===== src/hdl/aei_pkg.sv =====
// Package for the arithmetic interval encoder: item types, controller states
// and the command and status structs between controller and datapath.
// Depends on nothing; every other file of the block uses it.
package aei_pkg;

    localparam int LOWER_W     = 16;
    localparam int UPPER_W     = 17;
    localparam int RUN_W       = 16;
    localparam int MAX_RESULTS = 18;
    localparam int COUNT_W     = $clog2(MAX_RESULTS + 1);

    localparam logic [RUN_W-1:0] PENDING_MAX = {RUN_W{1'b1}};

    typedef struct packed {
        logic [UPPER_W-1:0] upper_cum;
        logic [LOWER_W-1:0] lower_cum;
    } in_item_t;

    typedef struct packed {
        logic             code_bit;
        logic [RUN_W-1:0] follow_run;
        logic             last;
    } out_item_t;

    typedef enum logic [2:0] {
        ST_IDLE,
        ST_MUL_LO,
        ST_MUL_HI,
        ST_NARROW,
        ST_RENORM,
        ST_FLUSH
    } aei_state_t;

    typedef struct packed {
        logic load;
        logic mul_lo;
        logic mul_hi;
        logic narrow;
        logic emit;
        logic straddle;
        logic flush;
    } aei_cmd_t;

    typedef struct packed {
        logic emit_cond;
        logic straddle_cond;
        logic count_full;
        logic held_valid;
        logic out_free;
    } aei_status_t;

endpackage


===== src/hdl/aei_ctrl.sv =====
// Controller of the arithmetic interval encoder: sequences load, the two
// multiplications, narrowing, renormalisation and the final flush.
// Depends on aei_pkg.
module aei_ctrl
(
    input  logic                clk,
    input  logic                rst_n,
    input  logic                sym_valid,
    output logic                sym_ready,
    input  aei_pkg::aei_status_t status,
    output aei_pkg::aei_cmd_t    cmd
);

    aei_pkg::aei_state_t state_reg;
    aei_pkg::aei_state_t state_next;

    always_ff @(posedge clk or negedge rst_n)
    begin
        if (!rst_n)
        begin
            state_reg <= aei_pkg::ST_IDLE;
        end
        else
        begin
            state_reg <= state_next;
        end
    end

    always_comb
    begin
        state_next = state_reg;
        cmd        = '0;
        sym_ready  = 1'b0;
        unique case (state_reg)
            aei_pkg::ST_IDLE:
            begin
                sym_ready = 1'b1;
                if (sym_valid)
                begin
                    cmd.load   = 1'b1;
                    state_next = aei_pkg::ST_MUL_LO;
                end
            end
            aei_pkg::ST_MUL_LO:
            begin
                cmd.mul_lo = 1'b1;
                state_next = aei_pkg::ST_MUL_HI;
            end
            aei_pkg::ST_MUL_HI:
            begin
                cmd.mul_hi = 1'b1;
                state_next = aei_pkg::ST_NARROW;
            end
            aei_pkg::ST_NARROW:
            begin
                cmd.narrow = 1'b1;
                state_next = aei_pkg::ST_RENORM;
            end
            aei_pkg::ST_RENORM:
            begin
                if (status.emit_cond)
                begin
                    // Once the result budget is spent the interval is left as it is.
                    if (status.count_full)
                    begin
                        state_next = aei_pkg::ST_FLUSH;
                    end
                    else if (!status.held_valid || status.out_free)
                    begin
                        cmd.emit = 1'b1;
                    end
                end
                else if (status.straddle_cond)
                begin
                    cmd.straddle = 1'b1;
                end
                else
                begin
                    state_next = aei_pkg::ST_FLUSH;
                end
            end
            aei_pkg::ST_FLUSH:
            begin
                if (!status.held_valid)
                begin
                    state_next = aei_pkg::ST_IDLE;
                end
                else if (status.out_free)
                begin
                    cmd.flush  = 1'b1;
                    state_next = aei_pkg::ST_IDLE;
                end
            end
            default:
            begin
                state_next = aei_pkg::ST_IDLE;
            end
        endcase
    end

endmodule


===== src/hdl/aei_datapath.sv =====
// Datapath of the arithmetic interval encoder: interval and pending state,
// the shared range multiplier, the renormalising shifter and the result register.
// Depends on aei_pkg.
module aei_datapath
#(
    parameter int CODE_BITS = 32,
    parameter int PROB_BITS = 16
)
(
    input  logic                 clk,
    input  logic                 rst_n,
    input  aei_pkg::in_item_t    sym,
    input  aei_pkg::aei_cmd_t    cmd,
    output aei_pkg::aei_status_t status,
    output aei_pkg::out_item_t   res,
    output logic                 res_valid,
    input  logic                 res_ready
);

    localparam int UW = aei_pkg::UPPER_W;
    localparam int RW = CODE_BITS + 1;
    localparam int OW = PROB_BITS + 1;
    localparam int PW = RW + OW;

    localparam logic [UW-1:0] PMAX    = UW'(1 << PROB_BITS);
    localparam logic [UW-1:0] PMAX_M1 = PMAX - UW'(1);

    logic [CODE_BITS-1:0]          lo_reg, lo_next;
    logic [CODE_BITS-1:0]          hi_reg, hi_next;
    logic [aei_pkg::RUN_W-1:0]     pending_reg, pending_next;
    logic [CODE_BITS-1:0]          nlo_reg;
    logic [RW-1:0]                 range_reg;
    logic [PW-1:0]                 prod_reg;
    logic [PROB_BITS-1:0]          lo_c_reg;
    logic [PROB_BITS:0]            up_c_reg;
    logic [aei_pkg::COUNT_W-1:0]   count_reg;
    logic                          held_valid_reg;
    logic                          held_bit_reg;
    logic [aei_pkg::RUN_W-1:0]     held_run_reg;
    logic                          res_valid_reg;
    aei_pkg::out_item_t            res_reg;

    logic [UW-1:0]        lo_clamp, up_clamp, up_fix;
    logic [CODE_BITS-1:0] hi_eff;
    logic [RW-1:0]        range_new;
    logic [OW-1:0]        mul_op;
    logic [RW-1:0]        quot;
    logic [RW-1:0]        upper_sum, upper_sum_m1;
    logic [CODE_BITS-1:0] nhi;
    logic                 out_free;
    logic                 push;

    // Bounds are limited to the probability scale and an empty symbol widened by one.
    always_comb
    begin
        lo_clamp = ({1'b0, sym.lower_cum} > PMAX_M1) ? PMAX_M1 : {1'b0, sym.lower_cum};
        up_clamp = (sym.upper_cum > PMAX) ? PMAX : sym.upper_cum;
        up_fix   = (up_clamp <= lo_clamp) ? lo_clamp + UW'(1) : up_clamp;
        hi_eff   = (hi_reg < lo_reg) ? lo_reg : hi_reg;
        range_new = {1'b0, hi_eff} - {1'b0, lo_reg} + RW'(1);
    end

    assign mul_op = cmd.mul_hi ? up_c_reg : {1'b0, lo_c_reg};
    assign quot   = prod_reg[PROB_BITS +: RW];

    // A zero upper sum wraps to all ones rather than collapsing onto the low bound.
    always_comb
    begin
        upper_sum    = {1'b0, lo_reg} + quot;
        upper_sum_m1 = upper_sum - RW'(1);
        if (upper_sum == '0)
        begin
            nhi = {CODE_BITS{1'b1}};
        end
        else if (upper_sum_m1[CODE_BITS-1:0] < nlo_reg)
        begin
            nhi = nlo_reg;
        end
        else
        begin
            nhi = upper_sum_m1[CODE_BITS-1:0];
        end
    end

    always_comb
    begin
        lo_next      = lo_reg;
        hi_next      = hi_reg;
        pending_next = pending_reg;
        if (cmd.narrow)
        begin
            lo_next = nlo_reg;
            hi_next = nhi;
        end
        else if (cmd.emit)
        begin
            lo_next      = {lo_reg[CODE_BITS-2:0], 1'b0};
            hi_next      = {hi_reg[CODE_BITS-2:0], 1'b1};
            pending_next = '0;
        end
        else if (cmd.straddle)
        begin
            // Removing a quarter maps 01 to 00 and 10 to 01; the shift drops the top.
            lo_next = {1'b0, lo_reg[CODE_BITS-3:0], 1'b0};
            hi_next = {1'b1, hi_reg[CODE_BITS-3:0], 1'b1};
            if (pending_reg != aei_pkg::PENDING_MAX)
            begin
                pending_next = pending_reg + aei_pkg::RUN_W'(1);
            end
        end
    end

    always_ff @(posedge clk or negedge rst_n)
    begin
        if (!rst_n)
        begin
            lo_reg         <= '0;
            hi_reg         <= {CODE_BITS{1'b1}};
            pending_reg    <= '0;
            count_reg      <= '0;
            held_valid_reg <= 1'b0;
            res_valid_reg  <= 1'b0;
        end
        else
        begin
            lo_reg      <= lo_next;
            hi_reg      <= hi_next;
            pending_reg <= pending_next;
            if (cmd.narrow)
            begin
                count_reg <= '0;
            end
            else if (cmd.emit)
            begin
                count_reg <= count_reg + aei_pkg::COUNT_W'(1);
            end
            if (cmd.emit)
            begin
                held_valid_reg <= 1'b1;
            end
            else if (cmd.flush)
            begin
                held_valid_reg <= 1'b0;
            end
            if (push)
            begin
                res_valid_reg <= 1'b1;
            end
            else if (res_ready)
            begin
                res_valid_reg <= 1'b0;
            end
        end
    end

    always_ff @(posedge clk)
    begin
        if (cmd.load)
        begin
            lo_c_reg  <= lo_clamp[PROB_BITS-1:0];
            up_c_reg  <= up_fix[PROB_BITS:0];
            range_reg <= range_new;
        end
        if (cmd.mul_lo || cmd.mul_hi)
        begin
            prod_reg <= PW'(range_reg) * PW'(mul_op);
        end
        if (cmd.mul_hi)
        begin
            nlo_reg <= lo_reg + quot[CODE_BITS-1:0];
        end
        if (cmd.emit)
        begin
            held_bit_reg <= hi_reg[CODE_BITS-1];
            held_run_reg <= pending_reg;
        end
        if (push)
        begin
            res_reg.code_bit   <= held_bit_reg;
            res_reg.follow_run <= held_run_reg;
            res_reg.last       <= cmd.flush;
        end
    end

    // The held item goes out once the next emission or the end of the symbol is known.
    assign push     = held_valid_reg && (cmd.emit || cmd.flush);
    assign out_free = !res_valid_reg || res_ready;

    assign status.emit_cond     = !hi_reg[CODE_BITS-1] || lo_reg[CODE_BITS-1];
    assign status.straddle_cond = (lo_reg[CODE_BITS-1:CODE_BITS-2] == 2'b01)
                               && (hi_reg[CODE_BITS-1:CODE_BITS-2] == 2'b10);
    assign status.count_full    = (count_reg >= aei_pkg::COUNT_W'(aei_pkg::MAX_RESULTS));
    assign status.held_valid    = held_valid_reg;
    assign status.out_free      = out_free;

    assign res       = res_reg;
    assign res_valid = res_valid_reg;

endmodule


===== src/hdl/arith_encode_interval.sv =====
// Top level of the arithmetic interval encoder: controller and datapath.
// Depends on aei_pkg, aei_ctrl and aei_datapath.
//
//  channel  | valid     | ready     | payload             | moves
//  ---------+-----------+-----------+---------------------+------------------------
//  symbol   | sym_valid | sym_ready | sym (in_item_t)     | cumulative bounds in
//  result   | res_valid | res_ready | res (out_item_t)    | code bit and run out
//
// An item passes through the accept state, two steps on the shared range
// multiplier, one narrowing step, one renormalising step per shift, one that
// finds no further shift and one to close the symbol; a new symbol is taken
// only once the previous one is closed.
// Reset puts the interval at its full span with no pending bits; no clearing pass.
// A stalled result register holds the renormaliser before its next emission.
module arith_encode_interval
#(
    parameter int CODE_BITS = 32,
    parameter int PROB_BITS = 16
)
(
    input  logic               clk,
    input  logic               rst_n,
    input  logic               sym_valid,
    output logic               sym_ready,
    input  aei_pkg::in_item_t  sym,
    output logic               res_valid,
    input  logic               res_ready,
    output aei_pkg::out_item_t res
);

    aei_pkg::aei_cmd_t    cmd;
    aei_pkg::aei_status_t status;

    aei_ctrl u_ctrl
    (
        .clk       (clk),
        .rst_n     (rst_n),
        .sym_valid (sym_valid),
        .sym_ready (sym_ready),
        .status    (status),
        .cmd       (cmd)
    );

    aei_datapath
    #(
        .CODE_BITS (CODE_BITS),
        .PROB_BITS (PROB_BITS)
    )
    u_datapath
    (
        .clk       (clk),
        .rst_n     (rst_n),
        .sym       (sym),
        .cmd       (cmd),
        .status    (status),
        .res       (res),
        .res_valid (res_valid),
        .res_ready (res_ready)
    );

endmodule

===== config.mk =====
export PLATFORM = sky130hd
export DESIGN_NAME = arith_encode_interval
export DESIGN_NICKNAME = d
export VERILOG_FILES = /design/src/hdl/aei_pkg.sv /design/src/hdl/aei_ctrl.sv /design/src/hdl/aei_datapath.sv /design/src/hdl/arith_encode_interval.sv
export SDC_FILE = /design/constraint.sdc
export NUM_CORES = 2
export LEC_CHECK = 0
export BUFFER_PORTS_ARGS = -buffer_cell sky130_fd_sc_hd__buf_2
export CORE_ASPECT_RATIO = 1.2
export CORE_UTILIZATION = 45
export CTS_BUF_LIST = sky130_fd_sc_hd__clkbuf_16
export DETAILED_ROUTE_END_ITERATION = 8
export PLACE_DENSITY = 0.64
export RECOVER_POWER = 100
export SYNTH_ARGS = -nofsm -noshare
export SYNTH_HDL_FRONTEND = slang
export SYNTH_SLANG_ARGS = --single-unit

===== constraint.sdc =====
create_clock -name clk -period 18.4 [get_ports clk]
set_input_delay 4.6 -clock clk [delete_from_list [all_inputs] [get_ports clk]]
set_output_delay 4.6 -clock clk [all_outputs]
set_load 0.05 [all_outputs]

==> summary.txt <==
Finished Layout Cells = 4476
cell mode on critical path = fa_1
vias = 23767
CORE AREA = 73900 sq um
Setup crit end kind = flop
failing checks = max-capacitance violations, max-slew violations
Final GP Congestion = 0.883
synthesized area = 33700 sq um
Yosys cell types = 80
Hold Violations, Final = 0
post-synth top area cell = fa_1
Slew Limit Headroom = -158%
initial antenna violation count = 0
Total Wirelength = 81600 microns
HP Class = reg -> reg
drt wl/cell = 18.2 microns
die height = 302 microns
CP peak stage delay = 2.57 ns
count leader, synth = inv_1
DRT Pass-1 Iters = 5
max-slew violations = 477
Worst Path Required = 18.75 ns
crit start category = flop
Synth area leaders = fa_1 28%, edfxtp_1 15%, ha_1 11%
Clock Sinks = 256
Area after DPL = 34700 sq um
outcome = finished, violations left
DRC = 0
Overflow after GRT = 0
vias in the first global route = 25501
Tmin final = 11.45 ns
Hold-fix buffers, CTS = 0
cell family with most CP delay = adder cells
IO buf count = 56
clock latency on the worst-skew pair = 0.61 ns
Layout Cell Area excl Fill = 35600 sq um
clk buf depth = 3
final core occ = 48.1%
post-CTS sizing = 0
Syn Nets = 4296
Root Driver = clkbuf_16
Post-synth top cells = 624 x inv_1, 463 x fa_1, 448 x nand2_1, 296 x ha_1, 235 x and2_1
FF+latch area = 7280 sq um
CP Max Fanout = 52
postcts setup bufs = 0
share of cells above drive strength 1 = 5.81%
RSZ-0062 raised after global routing = false
Die X = 252 microns
Worst-path clk slew = 0.07 ns
register area share after synthesis = 21.6%
fin nets = 4250
fillcell total = 7119
Routed Antenna Nets = 0
Worst Max-Slew Pin Slew = 3.87 ns
flop and latch count out of synthesis = 256
MaxCap Viol Count = 12
Synth top area share = 27.5%
Mapped Avg Cell Area = 9.62 sq um
EDFF count, synth = 166
area grow syn2layout = 5.68%
H-tree levels = 1
first-pass GRT wire length = 137000 microns
CP Cell Sequence = nor2_1 > and2_0 > clkbuf_1 > and3_1 > fa_1 > fa_1 > fa_1 > fa_1 > fa_1 > inv_1 > fa_1 > inv_1 > ha_1 > nand3_1 > nor3_1 > o31ai_1 > a31oi_1 > a21oi_1 > o21ai_0 > a221oi_1 > o21ai_0 > a21o_1 > a21o_1 > xor2_1
DP HPWL = 62600 microns
cts bufs inserted = 28
Most used DFF post-synth = edfxtp_1
I/O pin cnt = 57
vias per cell = 5.31
setup TNS = 0 ns
CTS tree = built
# setup viols final = 0
Yosys Warn Count = 0
Worst path slowest cell = clkbuf_1
largest net degree at the start of global routing = 79
# rows = 109
period utilization = 62.2%
Async SR Flop Fraction = 35.2%
multi-input logic area = 23400 sq um
Post-Place Cells = 4423
DR iter-0 viols = 1209
Die Area = 75900 sq um
skew final = 0.0223 ns
maximum clock rate = 87.3 MHz
Synth Instances = 3500
worst path bufs/invs = 3
Starting Density = 45.6%
Tot GR Track Use = 22.8%
Worst Path Arrival = 11.80 ns
Crit Path Class = reg -> reg
==> worst reg2reg max path, stage by stage, from the launching register on <==
cell	delay, ns
dfrtp_1	0.49
nor2_1	0.21
and2_0	1.28
clkbuf_1	2.59
and3_1	0.43
fa_1	0.44
fa_1	0.49
fa_1	0.56
fa_1	0.45
fa_1	0.49
inv_1	0.05
fa_1	0.47
inv_1	0.04
ha_1	0.31
nand3_1	0.17
nor3_1	0.09
o31ai_1	0.14
a31oi_1	0.33
a21oi_1	0.58
o21ai_0	0.22
a221oi_1	0.58
o21ai_0	0.25
a21o_1	0.24
a21o_1	0.18
xor2_1	0.14
==> layer usage <==
metal	GRT usage, %	up-vias	wire [microns]
met2	41.4	469	42100
met4	9.13	0	3350
met3	2.65	153	3350
met1	27.4	11966	32900
li1	-	11179	-
met5	0	-	0
==> layout by cell type, fill, tap and decap left out, drive strengths merged, types with 8 or more instances in the layout <==
master / synthesis / routed
a21oi: 102 / 102
o21ai: 96 / 96
nand2b: 16 / 16
and3: 41 / 41
or2: 12 / 12
clkbuf: 133 / 74
nor4: 14 / 14
nand4: 30 / 30
mux2: 63 / 63
a221oi: 8 / 8
nand2: 448 / 448
fa: 463 / 463
and2: 235 / 235
clkinv: 0 / 11
xor2: 52 / 52
o21a: 20 / 20
ha: 296 / 296
dfstp: 32 / 32
a211oi: 34 / 34
nand3: 34 / 34
dfrtp: 58 / 58
o21bai: 9 / 9
nor3: 30 / 30
xnor2: 80 / 80
inv: 624 / 631
o31ai: 13 / 13
or3: 12 / 12
a31oi: 30 / 30
nor2b: 26 / 26
edfxtp: 166 / 166
a21o: 48 / 48
buf: 11 / 23
mux2i: 70 / 70
nor2: 104 / 104
==> cells by family (layout without fill, tap and decap cells) <==
logic type	after synthesis	count (layout)	synth area share, %
buffers and inverters	768	744	8.67
muxes	133	133	4.19
and+or+nand+nor	1025	1025	14.9
adders and majority gates	759	759	38.5
DFF	256	256	21.6
AOI/OAI and AO/OA	427	427	8.71
xor gates and xnor gates	132	132	3.43
other	0	1	0
==> layout make-up <==
class / instances / area share, %
clock inverter: 23 / 0.686
tap: 999 / 3.51
inverter: 624 / 6.58
clock buffer: 29 / 2.04
antenna: 1 / 0.00703
timing repair buffer: 68 / 0.833
sequential: 256 / 20.4
multi-input combinational: 2476 / 65.9
==> per-stage QoR <==
step	setup WS (ns)	hold slack, ns
floorplan	10.22	0.400
global placement	9.24	0.404
detailed placement	9.15	0.405
CTS	9.11	0.419
global route	6.21	0.427
finish	6.95	0.415
==> path summary, 6_finish.rpt <==
check | startpoint | end | slack [ns] | depth (start not counted)
setup / recovery | u_ctrl.state_reg[2] | u_datapath.prod_reg[45] | 6.95 | 24
hold / removal | u_datapath.held_run_reg[9] | u_datapath.res[10] | 0.41 | 0
setup reg to reg | u_ctrl.state_reg[2] | u_datapath.prod_reg[45] | 6.95 | 24
hold reg to reg | u_datapath.held_run_reg[9] | u_datapath.res[10] | 0.41 | 0
max in group asynchronous | rst_n | u_datapath.lo_reg[28] | 9.78 | 2
min in group asynchronous | rst_n | u_datapath.lo_reg[10] | 4.46 | 1
Power is not shown: default switching activity piles up to over one toggle a cycle in this logic, so the estimate is an artifact.
